--- config.mk ---
export PLATFORM = sky130hd
export DESIGN_NAME = cursor_linked_list_table_top
export DESIGN_NICKNAME = d
export VERILOG_FILES = /design/src/rtl/clt_pkg.sv /design/src/rtl/clt_dp.sv /design/src/rtl/clt_ctrl.sv /design/src/rtl/cursor_linked_list_table_top.sv
export SDC_FILE = /design/constraint.sdc
export NUM_CORES = 1
export LEC_CHECK = 0
export ABC_AREA = 1
export BUFFER_PORTS_ARGS = -buffer_cell sky130_fd_sc_hd__buf_2
export CELL_PAD_IN_SITES_DETAIL_PLACEMENT = 0
export CELL_PAD_IN_SITES_GLOBAL_PLACEMENT = 1
export CORE_UTILIZATION = 49
export CTS_CLUSTER_DIAMETER = 100
export DETAILED_ROUTE_END_ITERATION = 10
export GPL_TIMING_DRIVEN = 0
export PLACE_DENSITY = 0.82
export SLEW_MARGIN = 5
export SYNTH_ARGS = -nofsm -noshare
export SYNTH_HDL_FRONTEND = slang
export SYNTH_SLANG_ARGS = --single-unit
--- constraint.sdc ---
create_clock -name clk -period 9.2 [get_ports clk]
set_clock_uncertainty 0.1 [all_clocks]
set_input_delay 0.92 -clock clk [delete_from_list [all_inputs] [get_ports clk]]
set_output_delay 0.92 -clock clk [all_outputs]
set_load 0.05 [all_outputs]
--- src/rtl/clt_pkg.sv ---
`default_nettype none
// ----------------------------------------------------------------------------
// clt_pkg: shared types and constants of the cursor linked list table
// Table geometry, command and status codes, controller states and the
// command/status structs that join the controller to the datapath.
// ----------------------------------------------------------------------------
package clt_pkg;

  localparam int SLOTS    = 8;
  localparam int IDX_W    = $clog2(SLOTS);
  localparam int LINK_W   = IDX_W + 1;
  localparam int CNT_W    = IDX_W + 1;
  localparam int CMD_W    = 2;
  localparam int VALUE_W  = 32;
  localparam int POS_W    = 4;
  localparam int STATUS_W = 2;
  localparam int SLOT_W   = 3;

  // A link of all ones marks the end of the list.
  localparam logic [LINK_W-1:0] LINK_END = '1;

  typedef enum logic [CMD_W-1:0] {
    CMD_APPEND = 2'd0,
    CMD_INSERT = 2'd1,
    CMD_REMOVE = 2'd2,
    CMD_FIND   = 2'd3
  } cmd_t;

  typedef enum logic [STATUS_W-1:0] {
    ST_OK       = 2'd0,
    ST_NOSPACE  = 2'd1,
    ST_BADINDEX = 2'd2,
    ST_NOTFOUND = 2'd3
  } status_t;

  typedef enum logic [3:0] {
    S_IDLE,
    S_DECODE,
    S_WALK,
    S_LINK_A,
    S_LINK_B,
    S_REM_READ,
    S_REM_SCAN,
    S_REM_FREE,
    S_FIND
  } state_t;

  typedef enum logic [2:0] {
    CUR_HOLD,
    CUR_ZERO,
    CUR_POS,
    CUR_FOLLOW,
    CUR_STEP
  } cur_op_t;

  typedef enum logic [1:0] {
    LA_FRESH,
    LA_CUR,
    LA_POS
  } link_addr_t;

  typedef enum logic [1:0] {
    LD_RDLINK,
    LD_FRESH,
    LD_SAVED,
    LD_END
  } link_data_t;

  typedef enum logic [1:0] {
    SS_ZERO,
    SS_FRESH,
    SS_CUR,
    SS_POS
  } slot_sel_t;

  typedef struct packed {
    logic       load;
    cur_op_t    cur_op;
    logic       save_link;
    logic       link_we;
    link_addr_t link_addr;
    link_data_t link_data;
    logic       claim;
    logic       release_pos;
    logic       emit;
    status_t    res_status;
    slot_sel_t  res_slot;
  } dp_ctrl_t;

  typedef struct packed {
    cmd_t cmd;
    logic full;
    logic ins_bad;
    logic rem_bad;
    logic walk_stop;
    logic rem_hit;
    logic find_hit;
    logic scan_last;
  } dp_stat_t;

endpackage
`default_nettype wire

--- src/rtl/clt_dp.sv ---
`default_nettype none
// ----------------------------------------------------------------------------
// clt_dp: datapath of the cursor linked list table
// Holds the slot table, the captured command, the cursor and step counter,
// the free-slot encoder and the registered result.
// ----------------------------------------------------------------------------
module clt_dp (
  input  logic                              clk,
  input  logic                              rst_n,
  input  logic [clt_pkg::CMD_W-1:0]         in_cmd,
  input  logic signed [clt_pkg::VALUE_W-1:0] in_value,
  input  logic [clt_pkg::POS_W-1:0]         in_position,
  input  clt_pkg::dp_ctrl_t                 ctrl,
  output clt_pkg::dp_stat_t                 stat,
  output logic                              out_valid,
  output logic [clt_pkg::STATUS_W-1:0]      out_status,
  output logic [clt_pkg::SLOT_W-1:0]        out_slot
);
  import clt_pkg::*;

  cmd_t                cmd_r;
  logic [VALUE_W-1:0]  val_r;
  logic [POS_W-1:0]    pos_r;
  logic [IDX_W-1:0]    cur_r, cur_nxt;
  logic [CNT_W-1:0]    cnt_r, cnt_nxt;
  logic [LINK_W-1:0]   saved_r;
  logic [VALUE_W-1:0]  value_r [SLOTS];
  logic [LINK_W-1:0]   next_r  [SLOTS];
  logic [SLOTS-1:0]    used_r;
  logic                out_valid_r;
  logic [STATUS_W-1:0] out_status_r;
  logic [SLOT_W-1:0]   out_slot_r;

  logic [IDX_W-1:0]    pos_idx;
  logic                pos_in_range;
  logic [LINK_W-1:0]   rd_link;
  logic                rd_used;
  logic [VALUE_W-1:0]  rd_value;
  logic [IDX_W-1:0]    link_idx;
  logic                link_ok;
  logic [IDX_W-1:0]    fresh;
  logic                full;
  logic [IDX_W-1:0]    wr_addr;
  logic [LINK_W-1:0]   wr_data;
  logic [IDX_W-1:0]    res_idx;

  assign pos_idx      = IDX_W'(pos_r);
  assign pos_in_range = 32'(pos_r) < SLOTS;

  // The link, used and value reads go through the cursor.
  assign rd_link  = next_r[cur_r];
  assign rd_used  = used_r[cur_r];
  assign rd_value = value_r[cur_r];
  assign link_idx = rd_link[IDX_W-1:0];
  assign link_ok  = (32'(rd_link) < SLOTS) && used_r[link_idx];

  // Lowest free slot from 1 upward.
  always_comb begin
    fresh = '0;
    full  = 1'b1;
    for (int i = SLOTS - 1; i >= 1; i--) begin
      if (!used_r[i]) begin
        fresh = IDX_W'(i);
        full  = 1'b0;
      end
    end
  end

  always_comb begin
    stat.cmd       = cmd_r;
    stat.full      = full;
    stat.ins_bad   = !pos_in_range || !used_r[pos_idx];
    stat.rem_bad   = !pos_in_range || !used_r[pos_idx] || (pos_r == '0);
    stat.walk_stop = !link_ok || (cnt_r == CNT_W'(SLOTS));
    stat.rem_hit   = rd_used && (rd_link == {1'b0, pos_idx});
    stat.find_hit  = (cur_r != '0) && rd_used && (rd_value == val_r);
    stat.scan_last = cur_r == IDX_W'(SLOTS - 1);
  end

  always_comb begin
    cur_nxt = cur_r;
    cnt_nxt = cnt_r;
    case (ctrl.cur_op)
      CUR_HOLD: begin
        cur_nxt = cur_r;
      end
      CUR_ZERO: begin
        cur_nxt = '0;
        cnt_nxt = '0;
      end
      CUR_POS: begin
        cur_nxt = pos_idx;
      end
      CUR_FOLLOW: begin
        cur_nxt = link_idx;
        cnt_nxt = cnt_r + CNT_W'(1);
      end
      CUR_STEP: begin
        cur_nxt = cur_r + IDX_W'(1);
        cnt_nxt = cnt_r + CNT_W'(1);
      end
      default: begin
        cur_nxt = cur_r;
      end
    endcase
  end

  always_comb begin
    case (ctrl.link_addr)
      LA_FRESH: wr_addr = fresh;
      LA_CUR:   wr_addr = cur_r;
      LA_POS:   wr_addr = pos_idx;
      default:  wr_addr = cur_r;
    endcase
    case (ctrl.link_data)
      LD_RDLINK: wr_data = rd_link;
      LD_FRESH:  wr_data = {1'b0, fresh};
      LD_SAVED:  wr_data = saved_r;
      LD_END:    wr_data = LINK_END;
      default:   wr_data = LINK_END;
    endcase
    case (ctrl.res_slot)
      SS_ZERO:  res_idx = '0;
      SS_FRESH: res_idx = fresh;
      SS_CUR:   res_idx = cur_r;
      SS_POS:   res_idx = pos_idx;
      default:  res_idx = '0;
    endcase
  end

  always_ff @(posedge clk) begin
    if (ctrl.load) begin
      cmd_r <= cmd_t'(in_cmd);
      val_r <= in_value;
      pos_r <= in_position;
    end
    cur_r <= cur_nxt;
    cnt_r <= cnt_nxt;
    if (ctrl.save_link) begin
      saved_r <= rd_link;
    end
    if (ctrl.claim) begin
      value_r[fresh] <= val_r;
    end
    if (ctrl.emit) begin
      out_status_r <= ctrl.res_status;
      out_slot_r   <= SLOT_W'(res_idx);
    end
  end

  always_ff @(posedge clk) begin
    if (!rst_n) begin
      for (int i = 0; i < SLOTS; i++) begin
        next_r[i] <= LINK_END;
      end
      used_r      <= SLOTS'(1);
      out_valid_r <= 1'b0;
    end else begin
      if (ctrl.link_we) begin
        next_r[wr_addr] <= wr_data;
      end
      if (ctrl.claim) begin
        used_r[fresh] <= 1'b1;
      end
      if (ctrl.release_pos) begin
        used_r[pos_idx] <= 1'b0;
      end
      out_valid_r <= ctrl.emit;
    end
  end

  assign out_valid  = out_valid_r;
  assign out_status = out_status_r;
  assign out_slot   = out_slot_r;

endmodule
`default_nettype wire

--- src/rtl/clt_ctrl.sv ---
`default_nettype none
// ----------------------------------------------------------------------------
// clt_ctrl: controller of the cursor linked list table
// Sequences each command over the datapath: tail walk, link, predecessor
// scan, free and value scan, and issues the single result.
// ----------------------------------------------------------------------------
module clt_ctrl (
  input  logic              clk,
  input  logic              rst_n,
  input  logic              start,
  output logic              busy,
  input  clt_pkg::dp_stat_t stat,
  output clt_pkg::dp_ctrl_t ctrl
);
  import clt_pkg::*;

  state_t state_r, state_nxt;

  always_ff @(posedge clk) begin
    if (!rst_n) begin
      state_r <= S_IDLE;
    end else begin
      state_r <= state_nxt;
    end
  end

  assign busy = state_r != S_IDLE;

  always_comb begin
    state_nxt        = state_r;
    ctrl             = '0;
    ctrl.cur_op      = CUR_HOLD;
    ctrl.link_addr   = LA_CUR;
    ctrl.link_data   = LD_END;
    ctrl.res_status  = ST_OK;
    ctrl.res_slot    = SS_ZERO;
    case (state_r)
      S_IDLE: begin
        if (start) begin
          ctrl.load   = 1'b1;
          ctrl.cur_op = CUR_ZERO;
          state_nxt   = S_DECODE;
        end
      end
      S_DECODE: begin
        case (stat.cmd)
          CMD_APPEND: begin
            if (stat.full) begin
              ctrl.emit       = 1'b1;
              ctrl.res_status = ST_NOSPACE;
              state_nxt       = S_IDLE;
            end else begin
              state_nxt = S_WALK;
            end
          end
          CMD_INSERT: begin
            if (stat.ins_bad) begin
              ctrl.emit       = 1'b1;
              ctrl.res_status = ST_BADINDEX;
              state_nxt       = S_IDLE;
            end else if (stat.full) begin
              ctrl.emit       = 1'b1;
              ctrl.res_status = ST_NOSPACE;
              state_nxt       = S_IDLE;
            end else begin
              ctrl.cur_op = CUR_POS;
              state_nxt   = S_LINK_A;
            end
          end
          CMD_REMOVE: begin
            if (stat.rem_bad) begin
              ctrl.emit       = 1'b1;
              ctrl.res_status = ST_BADINDEX;
              state_nxt       = S_IDLE;
            end else begin
              ctrl.cur_op = CUR_POS;
              state_nxt   = S_REM_READ;
            end
          end
          CMD_FIND: begin
            state_nxt = S_FIND;
          end
          default: begin
            state_nxt = S_IDLE;
          end
        endcase
      end
      S_WALK: begin
        // Follow links from the head until the chain ends.
        if (stat.walk_stop) begin
          state_nxt = S_LINK_A;
        end else begin
          ctrl.cur_op = CUR_FOLLOW;
        end
      end
      S_LINK_A: begin
        // The new slot inherits the successor of the cursor slot.
        ctrl.link_we   = 1'b1;
        ctrl.link_addr = LA_FRESH;
        ctrl.link_data = LD_RDLINK;
        state_nxt      = S_LINK_B;
      end
      S_LINK_B: begin
        ctrl.link_we   = 1'b1;
        ctrl.link_addr = LA_CUR;
        ctrl.link_data = LD_FRESH;
        ctrl.claim     = 1'b1;
        ctrl.emit      = 1'b1;
        ctrl.res_slot  = SS_FRESH;
        state_nxt      = S_IDLE;
      end
      S_REM_READ: begin
        ctrl.save_link = 1'b1;
        ctrl.cur_op    = CUR_ZERO;
        state_nxt      = S_REM_SCAN;
      end
      S_REM_SCAN: begin
        if (stat.rem_hit) begin
          ctrl.link_we   = 1'b1;
          ctrl.link_addr = LA_CUR;
          ctrl.link_data = LD_SAVED;
          state_nxt      = S_REM_FREE;
        end else if (stat.scan_last) begin
          ctrl.emit       = 1'b1;
          ctrl.res_status = ST_BADINDEX;
          state_nxt       = S_IDLE;
        end else begin
          ctrl.cur_op = CUR_STEP;
        end
      end
      S_REM_FREE: begin
        ctrl.link_we     = 1'b1;
        ctrl.link_addr   = LA_POS;
        ctrl.link_data   = LD_END;
        ctrl.release_pos = 1'b1;
        ctrl.emit        = 1'b1;
        ctrl.res_slot    = SS_POS;
        state_nxt        = S_IDLE;
      end
      S_FIND: begin
        if (stat.find_hit) begin
          ctrl.emit     = 1'b1;
          ctrl.res_slot = SS_CUR;
          state_nxt     = S_IDLE;
        end else if (stat.scan_last) begin
          ctrl.emit       = 1'b1;
          ctrl.res_status = ST_NOTFOUND;
          state_nxt       = S_IDLE;
        end else begin
          ctrl.cur_op = CUR_STEP;
        end
      end
      default: begin
        state_nxt = S_IDLE;
      end
    endcase
  end

endmodule
`default_nettype wire

--- src/rtl/cursor_linked_list_table_top.sv ---
`default_nettype none
// ----------------------------------------------------------------------------
// cursor_linked_list_table_top: linked list kept in a fixed table of slots
// A command rejected at decode issues its result from the decode state. Append walks the chain
// to the tail, find scans the slots and remove scans for the predecessor, one entry per cycle
// through a single cursor. One command at a time: busy is high until the result is issued,
// and the next start is taken in the strobe cycle. Results cannot be stalled. Synchronous
// reset leaves only the head used.
// ----------------------------------------------------------------------------
module cursor_linked_list_table_top (
  input  logic                               clk,
  input  logic                               rst_n,
  input  logic                               start,
  output logic                               busy,
  input  logic [clt_pkg::CMD_W-1:0]          in_cmd,
  input  logic signed [clt_pkg::VALUE_W-1:0] in_value,
  input  logic [clt_pkg::POS_W-1:0]          in_position,
  output logic                               out_valid,
  output logic [clt_pkg::STATUS_W-1:0]       out_status,
  output logic [clt_pkg::SLOT_W-1:0]         out_slot
);
  import clt_pkg::*;

  dp_ctrl_t ctrl;
  dp_stat_t stat;

  clt_ctrl u_ctrl (
    .clk   (clk),
    .rst_n (rst_n),
    .start (start),
    .busy  (busy),
    .stat  (stat),
    .ctrl  (ctrl)
  );

  clt_dp u_dp (
    .clk         (clk),
    .rst_n       (rst_n),
    .in_cmd      (in_cmd),
    .in_value    (in_value),
    .in_position (in_position),
    .ctrl        (ctrl),
    .stat        (stat),
    .out_valid   (out_valid),
    .out_status  (out_status),
    .out_slot    (out_slot)
  );

endmodule
`default_nettype wire

Yosys cells after proc, flatten, opt, wreduce, memory -nomap -nowiden. Memories as Yosys holds them, arrays and structs flattened. A register that Yosys moved wholly into a read port is not among the register bits. Index checks and enable logic that the tools add are counted.

Memories: 2. Output and inout bits: 7. Memory bits (writable): 288. Word-level logic and storage cells: 163. Input port bits: 41. Register bits after elaboration: 67.

Memory list: u_dp.value_r (words 8, width 32, rd ports 1, clocked after memory_dff 1, write ports 1, RTL line clt_dp.sv:27) `logic [VALUE_W-1:0] value_r [SLOTS];`; u_dp.next_r (words 8, width 4, rd ports 1, clocked after memory_dff 1, write ports 8, RTL line clt_dp.sv:28) `logic [LINK_W-1:0] next_r [SLOTS];`.

Eq/ne operators: 28. Magnitude comparators: 8. Reductions and logical operators: 26. Mux-type cells: 83. Add/subtract/negate cells: 2. Bitwise logic cells: 3.

Operators with widths (count): 3-bit two-way mux (21); 32-bit == test (1); 4-bit two-way mux (8); 4-bit one-hot mux with 4 select lines (2); 4-bit one-hot mux with 7 select lines (1); 1-bit two-way mux (24); 8-bit two-way mux (3); 3-bit one-hot mux with 4 select lines (2); 5-bit one-hot mux with 4 select lines (1); 3-bit one-hot mux with 6 select lines (1); 4-bit by 3-bit == test with 1-bit output (second input constant) (4); 3-bit by 4-bit less-than comparator with 1-bit output (second input constant) (4); 2-bit == test (second input constant) (7); 2-bit two-way mux (7); 2-bit one-hot mux with 3 select lines (2); 3-bit one-hot mux with 2 select lines (2); 1-bit binary-select mux with 3-bit select (3); 3-bit one-hot mux with 3 select lines (1); 8-bit bitwise AND (1); 4-bit by 2-bit == test with 1-bit output (second input constant) (2); 4-bit == test (second input constant) (2); 2-bit zero test (4); 4-bit zero test (2); 4-bit less-than comparator (second input constant) (2); other kinds (25) (43).

Longest topological paths before layout. Gate-level depths: netlist of the first run.

Depth in word-level cells: 16. Depth in mapped cells: 21. Gate-level depth less buffers: 19.

Cells and area by module. A second synthesis of the first run with hierarchy kept.

Cells, all modules: 1625. Area total of the unflattened synthesis: 16181.8 um2.

By module, submodules not included: clt_dp (cells an instance 1519, area an instance 15606.2 um2, times used 1, sequential area each 10510.1 um2); clt_ctrl (cells an instance 106, area an instance 575.6 um2, times used 1, sequential area each 80.1 um2).

Worst setup path after synthesis of the first run. Ideal clock, no wire load.

Kind: flip-flop to flip-flop. From: register u_ctrl.state_r[2]. To: memory u_dp.value_r[0][0], enable pin. Arrival time: 4.199 ns. Stages on the path, launching flop included: 7. Data required time: 8.595 ns. Clock period less this slack: 4.803 ns. Buffers on the path: 0. Setup slack: 4.397 ns. Library setup time: 0.505 ns. Cells stage by stage: dfxtp_1 > inv_1 > nor2_1 > inv_1 > nor2_1 > clkinv_1 > nor4_1.

Longest elaborated chain between the ends: 4.

Ends and longest elaborated chain: start: declaration (RTL line clt_ctrl.sv:17) `state_t state_r, state_nxt;`; start signal: assignment (RTL line clt_ctrl.sv:23) `state_r <= state_nxt;`; 4-bit by 3-bit == test with 1-bit output (RTL line clt_ctrl.sv:37) `case (state_r)`; 1-bit two-way mux (RTL line clt_ctrl.sv:37); 1-bit two-way mux (RTL line clt_dp.sv:142) `if (ctrl.claim) begin`; 1-bit two-way mux (implied by the code) (RTL line clt_dp.sv:143) `value_r[fresh] <= val_r;`; end: declaration (RTL line clt_dp.sv:27).

Every way passes these cells.

==> results of run 1 <==
routing by layer:
metal	wire length (um)	part of all wire
met4	1427	0.031
met3	3577	0.078
met2	21560	0.47
met1	19530	0.42
met5	0	0
cells in the final DEF (no fill, tap or decap), types with 10 or more instances in the layout:
cell type  count
edfxtp_1     342
o21ai_1       10
o21ai_0       70
inv_1        214
buf_6         17
clkinv_2      13
clkbuf_1      17
a21oi_1       18
nand3_1      153
ha_1          11
dfxtp_1       16
buf_2         66
clkinv_1      13
buf_4         12
clkbuf_16     41
nor2_1       178
nand4_1       18
nand2_1      462
nand3b_1      17
worst reg2reg max path: stages, from the launching register on:
cell      delay, ps
dfxtp_1         320
inv_2           290
clkbuf_1        710
nand3_1         240
nand3b_1        240
nand2_1          80
nor2_1          120
nand2_1          60
nor2_1          150
nand3_1         250
o21bai_2        240
nand2_1         140
nand3_1          90
nand2_1          90
nor2_1          130
inv_1            50
area by class of cell:
cell class | count | share of cell area
flip-flops and latches | 358 | 0.5671
multi-input cells | 1010 | 0.2501
clock buffers | 47 | 0.05615
inverters | 226 | 0.04550
well taps | 442 | 0.02962
repair buffers | 60 | 0.02372
plain buffers | 59 | 0.02211
clock inverters | 23 | 0.005629
final timing paths:
kind	endpoint	slack, ps	depth (start not counted)
max	u_dp.cur_r[0]	5680	15
min	u_dp.used_r[0]	460	2
max reg2reg	u_dp.cur_r[0]	5680	15
min reg2reg	u_dp.used_r[0]	460	2
stage by stage:
stage               instances  total power, mW  cell area, sq um
floorplan                1653            2.424             16460
global placement         2141            2.713             17240
detailed placement       2155            2.726             17520
CTS                      2225            4.139             18670
global route             2225            4.289             18670
finish                   2225            4.143             18670
report_power, final:
group / total, mW / internal, mW / leakage, nW / switching (mW)
Combinational: 0.822 / 0.235 / 3.85 / 0.586
Sequential: 1.89 / 1.84 / 3.16 / 0.0491
Clock: 1.43 / 0.809 / 0.575 / 0.625
Total: 4.14 / 2.88 / 7.59 / 1.26
kinds of logic after synthesis:
group                      Yosys count  share of synthesized area
xor gates and xnor gates             2                   0.001065
adders and majority gates           11                   0.008363
buffers and inverters              285                    0.07671
DFF                                358                     0.6435
AOI/OAI and AO/OA                  133                    0.04972
and+or+nand+nor                    864                     0.2206
registers in the layout (all words and copies together) (netlist names), 3 cells and up, named ones only:
name	count
u_dp.value_r	256
u_dp.next_r	32
u_dp.val_r	32
u_dp.used_r	8
u_ctrl.state_r	4
u_dp.cnt_r	4
u_dp.pos_r	4
u_dp.saved_r	4
u_dp.cur_r	3
u_dp.out_slot	3
==> results by group, run 1 <==
Outcome
  • Status: finished clean

STA
  • Final worst slack: 5678 ps
  • Final Cycle Share: 0.3828
  • Setup TNS: 0 ps
  • Hold slack: 460.6 ps
  • Max-slew headroom: 0.4126
  • Worst Tran Pin Value: 881.0 ps
  • RSZ-0062 raised after global routing: no
  • Max Slew Vio Count: 0
  • # setup viols final: 0
  • Peak Freq: 283.9 MHz
  • Hold Fails Final Rpt: 0
  • Min cycle time layout: 3522 ps

Worst hold path
  • HP Class: reg -> reg
  • Min-delay src: u_dp.used_r[0]

Critical path
  • Worst setup EP type: flop
  • Kind of critical path: reg -> reg
  • Most used cell, CP: nand2_1
  • CP Cell Sequence: inv_2, clkbuf_1, nand3_1, nand3b_1, nand2_1, nor2_1, nand2_1, nor2_1, nand3_1, o21bai_2, nand2_1, nand3_1, nand2_1, nor2_1, inv_1
  • Delay-heaviest family, CP: simple AND/OR/NAND/NOR gates
  • CP Launch Type: flop
  • CP Buf/Inv Count: 3
  • CP max stage cell: clkbuf_1
  • Crit-path max FO: 10
  • Worst EP required: 9380 ps
  • Max incr delay on CP: 710 ps
  • Crit path DAT: 3700 ps

CTS
  • Post-CTS Setup Bufs: 0
  • CTS tree: built
  • Root buf cell: clkbuf_16
  • Clk Latency, worst-skew pair: 530 ps
  • CTS Buf Count: 39
  • PostCTS Resize Cnt: 0
  • Clock transition at the registers of the reported paths: 60 ps
  • Clk sink count: 358
  • Max Buffers Root-to-Sink: 3
  • Hold buffer count at CTS: 0
  • Htree depth: 2

Cells and area
  • # fillers: 2,808
  • Final net count: 1,806
  • Layout cells sized above 1: 0.1133
  • Area growth, synth to finish: 13.46%
  • Antenna Cells: 0
  • Final core utilization: 0.5696
  • Area of the multi-input gates: 4671 sq um
  • Register area: 10,590 sq um

Flow run
  • # Max-Cap Violations: 0

Place
  • Buffers on Ports: 46
  • Hpwl dp: 30.77 mm
  • Place WS: 5800 ps
  • GP Congestion: 0.9375

Synthesis
  • Ys Warns: 0
  • Mapped cell area: 16,460 sq um
  • EDFF count, synth: 342
  • Mean Syn Cell Area: 9.956 sq um
  • Most numerous cell in the Yosys netlist: nand2_1
  • Mapped Cells: 1,653
  • Synth top area share: 0.6240
  • Syn_nets: 1,705
  • Unique masters post-synth: 48
  • Top post-synthesis cells by area: edfxtp_1, nand2_1, inv_1
  • Largest area contributor in the netlist: edfxtp_1
  • Synth Flop Type: edfxtp_1
  • Register area share after synthesis: 0.6435
  • Async S/R FF share, synth: 0
  • Synth Register Bits: 358
  • Post-synth top cells: nand2_1, edfxtp_1, inv_1

Detailed routing
  • Final wirelength: 46.09 mm
  • Vias per cell: 5.360
  • Remaining DRCs: 0
  • First-iteration detailed-routing DRC count: 1,183
  • Drt wl/cell: 20.72 um
  • Via count: 11,930
  • Routed Antenna Nets: 0
  • Drt first pass iters: 6

Floorplan
  • Die area: 34,320 sq um
  • Die Y: 185.3 um
  • Core region area: 32,780 sq um
  • Starting density of the core: 0.5020
  • Die X: 185.3 um
  • I/O pins: 48
  • Std cell rows: 66

Pwr
  • Worst vdd ir: 0.1181 mV
  • Pwr dens: 221.9 nW/um^2
  • Leakage power: 7.586 nW

GRT
  • M2 GR Usage: 0.4512
  • Largest net degree at the start of global routing: 21
  • GR Layer Usage met1: 0.3786
  • Met3 usage: 0.04168
  • Vias in the first global route: 11,270
  • Busiest layer in global routing: met2
  • First-pass GRT wire length: 68.44 mm
  • Overflow after GRT: 0
  • Initial antenna violation count: 0
  • Overall Global Routing Usage: 0.2765
No activity file was read; power rests on OpenSTA's default activity.
==> run 2: changes to the inputs <==
--- a/config.mk
+++ b/config.mk
@@ -9,11 +9,11 @@
 export BUFFER_PORTS_ARGS = -buffer_cell sky130_fd_sc_hd__buf_2
 export CELL_PAD_IN_SITES_DETAIL_PLACEMENT = 0
 export CELL_PAD_IN_SITES_GLOBAL_PLACEMENT = 1
-export CORE_UTILIZATION = 49
+export CORE_UTILIZATION = 45
 export CTS_CLUSTER_DIAMETER = 100
 export DETAILED_ROUTE_END_ITERATION = 10
 export GPL_TIMING_DRIVEN = 0
-export PLACE_DENSITY = 0.82
+export PLACE_DENSITY = 0.79
 export SLEW_MARGIN = 5
 export SYNTH_ARGS = -nofsm -noshare
 export SYNTH_HDL_FRONTEND = slang
==> constraint.sdc (replaced) <==
create_clock -name clk -period 3.2 [get_ports clk]
set_clock_uncertainty 0.1 [all_clocks]
set_input_delay 0.32 -clock clk [delete_from_list [all_inputs] [get_ports clk]]
set_output_delay 0.32 -clock clk [all_outputs]
set_load 0.05 [all_outputs]
==> run 2 against run 1 <==
Effect of this change:
- global-route usage shrank 2.1 points
- non-clock buffer count up 51
- worst hold slack got worse by 390 ps
- die area grew 8.8%
- critical endpoint is now u_dp.cur_r[2]
- register-to-register slack lost 5500 ps
- wire length grew 2.2%
- first-iteration DRC count down 5.4%
- sequential share of layout area shrank 2.6 points
- final area increased by 4.7%
==> results by group, run 2 (same netlist as run 1, synthesis figures left out) <==
Outcome
  • Status: finished clean

Place
  • Hpwl dp: 31.77 mm
  • Place WS: -285.4 ps
  • GP Congestion: 0.9158
  • Buffers on Ports: 46
  • Placed Area: 17,580 sq um

Critical path
  • Crit-path max FO: 10
  • Number of cells on the worst reg-to-reg path: 18
  • CP Launch Type: flop
  • Crit path DAT: 3210 ps
  • Worst setup EP type: flop
  • Reg2Reg Setup Slack: 180 ps
  • Reg-to-reg endpoint: u_dp.cur_r[2]
  • CP endpoint: u_dp.cur_r[2]
  • Worst EP required: 3390 ps
  • Kind of critical path: reg -> reg

CTS
  • Htree depth: 2
  • Clk Latency, worst-skew pair: 530 ps
  • CTS Buf Count: 40
  • Clk sink count: 358
  • Root buf cell: clkbuf_16
  • Clock transition at the registers of the reported paths: 60 ps
  • CTS tree: built
  • Max Buffers Root-to-Sink: 3

GRT
  • Overall Global Routing Usage: 0.2552
  • Initial antenna violation count: 0
  • Overflow after GRT: 0
  • First-pass GRT wire length: 71.17 mm
  • Vias in the first global route: 11,840
  • Largest net degree at the start of global routing: 22

Cells and area
  • Biggest regs: u_dp.value_r (256), u_dp.next_r (32), u_dp.val_r (32)
  • Commonest non-fill, non-tap cells in the layout: nand2_1, edfxtp_1, inv_1, nor2_1, nand3_1
  • Area growth, synth to finish: 18.83%
  • Max reg flops: 256
  • Final net count: 1,858
  • Commonest non-fill, non-tap cell in the layout: nand2_1
  • Final core utilization: 0.5472
  • Layout cells sized above 1: 0.1281
  • Antenna Cells: 0
  • # fillers: 3,113
  • Largest Register: u_dp.value_r
  • Finished Cell Area: 19,560 sq um

STA
  • Hold Fails Final Rpt: 0
  • Max-slew headroom: 0.4819
  • Worst Tran Pin Value: 775.4 ps
  • Setup TNS: 0 ps
  • Final Cycle Share: 0.9430
  • Max Slew Vio Count: 0
  • Min cycle time layout: 3017 ps
  • Peak Freq: 331.4 MHz
  • # setup viols final: 0
  • Final worst slack: 182.5 ps
  • Hold slack: 75.00 ps

Pwr
  • Logic pwr share: 0.204
  • Leakage power: 7.944 nW
  • Pwr dens: 627.2 nW/um^2
  • Total net switching power: 3.663 mW
  • Switch share: 0.2986
  • Worst vdd ir: 0.3157 mV
  • Clock power share: 0.354
  • Int Power: 8.603 mW
  • Sequential power share: 0.442

Worst hold path
  • HP Class: in -> reg

Floorplan
  • Die area: 37,340 sq um
  • Die X: 193.2 um
  • Die Y: 193.2 um
  • Std cell rows: 69
  • I/O pins: 48
  • Starting density of the core: 0.4604
  • Core region area: 35,740 sq um

Detailed routing
  • Vias per cell: 5.314
  • Drt wl/cell: 20.51 um
  • Routed Antenna Nets: 0
  • First-iteration detailed-routing DRC count: 1,119
  • Via count: 12,200
  • Remaining DRCs: 0
  • Final wirelength: 47.09 mm
  • Drt first pass iters: 7

Flow run
  • # Max-Cap Violations: 0
-- run 2: cell types whose count changed in the layout (fill, tap and decap cells not counted), moves of 6 or more --
| cell | previous run | this run |
|---|---|---|
| buf_2 | 66 | 50 |
| buf_6 | 17 | 25 |
| buf_8 | 0 | 6 |
| clkbuf_2 | 0 | 6 |
| clkbuf_4 | 0 | 6 |
| clkinv_1 | 13 | 7 |
| dlygate4sd3_1 | 0 | 38 |
-- run 2: repair_timing --
item,4_1_cts,5_1_grt
endpoints found under the hold margin,38,0
endpoints found under the setup margin,32,161
cloned,0,0
pin swaps,2,11
hold buffers,38,0
setup buffers,2,13
resized for setup,10,63
-- run 2: worst min path at each step --
stage,slack [ps],depth (start not counted),end,from
final,70,3,u_ctrl.state_r[0],start
after global routing,100,3,u_ctrl.state_r[0],start
after CTS,80,3,u_ctrl.state_r[0],start
after detailed placement,400,1,u_dp.val_r[14],in_value[14]
after global placement,400,1,u_dp.pos_r[3],in_position[3]
after floorplan,320,0,u_dp.cmd_r[0],in_cmd[0]
-- run 2: power by group through the flow --
stage          Sequential (mW)  Combinational (mW)  Clock [mW]
3_5_place_dp              5.52                2.34           0
5_1_grt                   5.44                2.73        4.56
3_3_place_gp              5.52                2.29           0
6_report                  5.42                2.50        4.34
2_1_floorplan             5.48                1.49           0
4_1_cts                   5.42                2.40        4.39
-- run 2: final cells by class --
class,instances,area [sq um],area share
timing repair buffer,111,1037,0.05304
buffer,59,533.0,0.02726
clock inverter,16,128.9,0.006590
inverter,226,849.6,0.04344
clock buffer,55,1089,0.05566
sequential,358,10590,0.5415
tap,461,576.8,0.02949
multi-input combinational,1010,4752,0.2430
-- run 2: worst max-delay path: stages, from the launching register on --
cell and delay [ps]:
dfxtp_1 370, buf_6 170, buf_6 190, buf_6 220, nand2_1 80, nand3_1 110, nand3_1 120, nand3b_1 200
nand2_1 80, nor2_1 130, nand2_1 80, nor2_2 170, nand3_4 130, o21bai_2 170, nand2_2 110, nand3_1 90
nand2_1 50, nor2_1 150, inv_1 50
-- run 2: metal layers --
metal  track usage  wire length (um)
met4       0.08089              1424
met5             0                 0
met1        0.3495             20530
met2        0.4214             22110
met3       0.03574              3024
-- run 2: stage by stage --
stage	power [mW]	cells
floorplan	6.969	1653
global placement	7.812	2160
detailed placement	7.855	2172
CTS	12.21	2283
global route	12.73	2296
finish	12.27	2296
==> run 3: changes to the inputs <==
--- a/config.mk
+++ b/config.mk
@@ -14,7 +14,9 @@
 export DETAILED_ROUTE_END_ITERATION = 10
 export GPL_TIMING_DRIVEN = 0
 export PLACE_DENSITY = 0.79
+export REMOVE_ABC_BUFFERS = 1
 export SLEW_MARGIN = 5
 export SYNTH_ARGS = -nofsm -noshare
 export SYNTH_HDL_FRONTEND = slang
+export SYNTH_HIERARCHICAL = 1
 export SYNTH_SLANG_ARGS = --single-unit
==> run 3 against run 2 <==
Effect of this change:
- the flow now finishes with violations (setup timing)
- worst hold slack lost 29 ps
- via count shrank 3.9%
- fmax fell by 9.0%
- critical endpoint is now u_dp/cnt_r[0]
- wire length is 12% lower
- register-to-register slack got worse by 300 ps
- critical path depth rose by 3
- critical path type unchanged
- combinational power decreased by 2%
- synthesized area is 1.7% lower
- sequential power hardly changed
- setup slack got worse by 300 ps
==> results by group, run 3 <==
Outcome
  • Status: finished, violations left
  • Failing checks: setup timing

Detailed routing
  • Final wirelength: 41.40 mm
  • Routed Antenna Nets: 0
  • First-iteration detailed-routing DRC count: 857
  • Vias per cell: 5.197
  • Drt first pass iters: 5
  • Drt wl/cell: 18.34 um
  • Remaining DRCs: 0
  • Via count: 11,730

Critical path
  • Crit path DAT: 3450 ps
  • CP max stage cell: dfxtp_4
  • Worst path depth: 21
  • Kind of critical path: reg -> reg
  • Worst setup EP type: flop
  • Number of cells on the worst reg-to-reg path: 21
  • CP Cell Sequence: buf_16, buf_16, clkinv_16, buf_6, nor2_1, o211ai_1, buf_4, nand2_4, o211ai_1, nand2_1, nand2_1, nand3_2, nor2_2, nand2_2, nand3b_1, inv_2, nor3_4, inv_2, nand2_4, nor2_4, inv_2
  • Max incr delay on CP: 360 ps
  • Delay-heaviest family, CP: simple AND/OR/NAND/NOR gates
  • Crit-path max FO: 8
  • CP Launch Type: flop
  • CP Buf/Inv Count: 8
  • Worst EP required: 3330 ps
  • Most used cell, CP: inv_2

CTS
  • Max Buffers Root-to-Sink: 3
  • Htree depth: 2
  • CTS Buf Count: 39
  • Root buf cell: clkbuf_16
  • Clk sink count: 358
  • Clock transition at the registers of the reported paths: 60 ps
  • Clk Latency, worst-skew pair: 530 ps
  • CTS tree: built

Pwr
  • Leakage power: 8.049 nW
  • Tot Pwr: 12.47 mW
  • Switch share: 0.2776
  • Worst vdd ir: 0.4726 mV
  • Pwr dens: 620.1 nW/um^2
  • Sequential power share: 0.436
  • Int Power: 9.007 mW
  • Total net switching power: 3.462 mW
  • Clock power share: 0.367
  • Logic pwr share: 0.197

Synthesis
  • Unique masters post-synth: 40
  • Most numerous cell in the Yosys netlist: nand2_1
  • Register area share after synthesis: 0.6544
  • Largest area contributor in the netlist: edfxtp_1
  • Top post-synthesis cells by area: edfxtp_1, nand2_1, inv_1
  • Mapped cell area: 16,180 sq um
  • Post-synth top cells: nand2_1, edfxtp_1, inv_1
  • Mean Syn Cell Area: 9.958 sq um
  • EDFF count, synth: 342
  • Async S/R FF share, synth: 0
  • Synth top area share: 0.6347
  • Ys Warns: 6
  • Synth Flop Type: edfxtp_1
  • Mapped Cells: 1,625
  • Synth Register Bits: 358

STA
  • Worst Tran Pin Value: 922.7 ps
  • Peak Freq: 301.4 MHz
  • RSZ-0062 raised after global routing: yes
  • Final Cycle Share: 1.037
  • Min cycle time layout: 3317 ps
  • Setup TNS: -1128 ps
  • Hold slack: 45.71 ps
  • Max Slew Vio Count: 0
  • Max-slew headroom: 0.3826
  • Final worst slack: -117.5 ps
  • # setup viols final: 15
  • Hold Fails Final Rpt: 0

Cells and area
  • Commonest non-fill, non-tap cell in the layout: nand2_1
  • Area growth, synth to finish: 24.27%
  • Non-filler cells, final: 2,257
  • Largest Register: u_dp/value_r
  • Commonest non-fill, non-tap cells in the layout: nand2_1, edfxtp_1, inv_1, nor2_1, nand3_1
  • Layout cells sized above 1: 0.1743
  • Final net count: 1,818
  • Max reg flops: 256
  • Antenna Cells: 0
  • Finished Cell Area: 20,110 sq um
  • Biggest regs: u_dp/value_r (256), u_dp/next_r (32), u_dp/val_r (32)

Flow run
  • # Max-Cap Violations: 0

Floorplan
  • Die X: 191.6 um
  • I/O pins: 48
  • Std cell rows: 69
  • Starting density of the core: 0.4560
  • Die Y: 191.6 um
  • Core region area: 35,480 sq um
  • Die area: 36,720 sq um

Worst hold path
  • Hold Path Cell Cnt: 5
  • HP Class: in -> reg

Place
  • GP Congestion: 0.8823
  • Placed insts: 2,093
  • Hpwl dp: 21.71 mm
  • Placed Area: 17,070 sq um
  • Buffers on Ports: 47

GRT
  • Overall Global Routing Usage: 0.2251
  • Largest net degree at the start of global routing: 61
  • First-pass GRT wire length: 61.99 mm
  • Initial antenna violation count: 0
  • Overflow after GRT: 0
  • Vias in the first global route: 11,170
[run 3: cell types whose count changed after synthesis, moves of 6 or more]
cell and change:
buf_6 -8, buf_2 +6, nand3_1 -10, o21ai_0 +6, o211ai_1 +7, nor2_1 -6, nand4_1 -13
[run 3: cell families after synthesis]
family	count (synthesis)	synth area share
adder cells (fa/ha/maj)	11	0.008505
AO/OA/AOI/OAI	138	0.04918
buffers and inverters	283	0.07299
flip-flops	358	0.6545
XOR/XNOR	3	0.001624
AND/OR/NAND/NOR	832	0.2133
[run 3: worst paths after layout]
path | start | endpoint | slack [ps]
min reg2reg | u_dp/used_r[7] | u_dp/used_r[7] | 460
max | flop | u_dp/cnt_r[0] | -120
max reg2reg | flop | u_dp/cnt_r[0] | -120
min | start | u_ctrl/state_r[0] | 50
[run 3: area by class of cell]
cell class,count,area (sq um)
timing repair buffer,153,1705
fill,2918,15370
tap,461,576.8
timing repair inverter,5,58.81
clock buffer,50,1079
clock inverter,21,237.7
sequential,358,10600
inverter,224,903.4
multi-input combinational,985,4947
[run 3: what timing repair did]
action,in CTS,in global routing
endpoints found under the hold margin,38,0
cloned,14,7
pin swaps,23,57
setup endpoints to repair,96,84
setup buffers,24,11
resized for setup,79,122
hold buffers,38,0
[run 3: power by group through the flow]
| stage | clock, mW | combinational (mW) | sequential [mW] |
|---|---|---|---|
| final | 4.58 | 2.46 | 5.43 |
| after global routing | 4.83 | 2.69 | 5.45 |
| after CTS | 4.65 | 2.22 | 5.42 |
| after detailed placement | 0 | 1.70 | 5.55 |
| after global placement | 0 | 1.52 | 5.74 |
| after floorplan | 0 | 1.08 | 5.59 |
[run 3: metal layers]
layer,wire length (um),vias up,global-route usage
met5,0,-,0
met4,723,0,0.06227
met3,2474,51,0.03051
met2,20390,389,0.3945
met1,17810,5603,0.2916
li1,-,5687,-
[run 3: worst min-delay path, stage by stage]
cell	delay (ps)
buf_2	90
o21ai_0	80
inv_1	50
nand2_1	40
nor2_1	60
[run 3: stage by stage]
| stage | setup slack [ps] | utilization |
|---|---|---|
| 2_1_floorplan | -3723 | - |
| 3_3_place_gp | -8773 | 0.4693 |
| 3_5_place_dp | -1687 | 0.4810 |
| 4_1_cts | -103.6 | 0.5505 |
| 5_1_grt | -265.6 | 0.5667 |
| 6_report | -117.5 | 0.5667 |
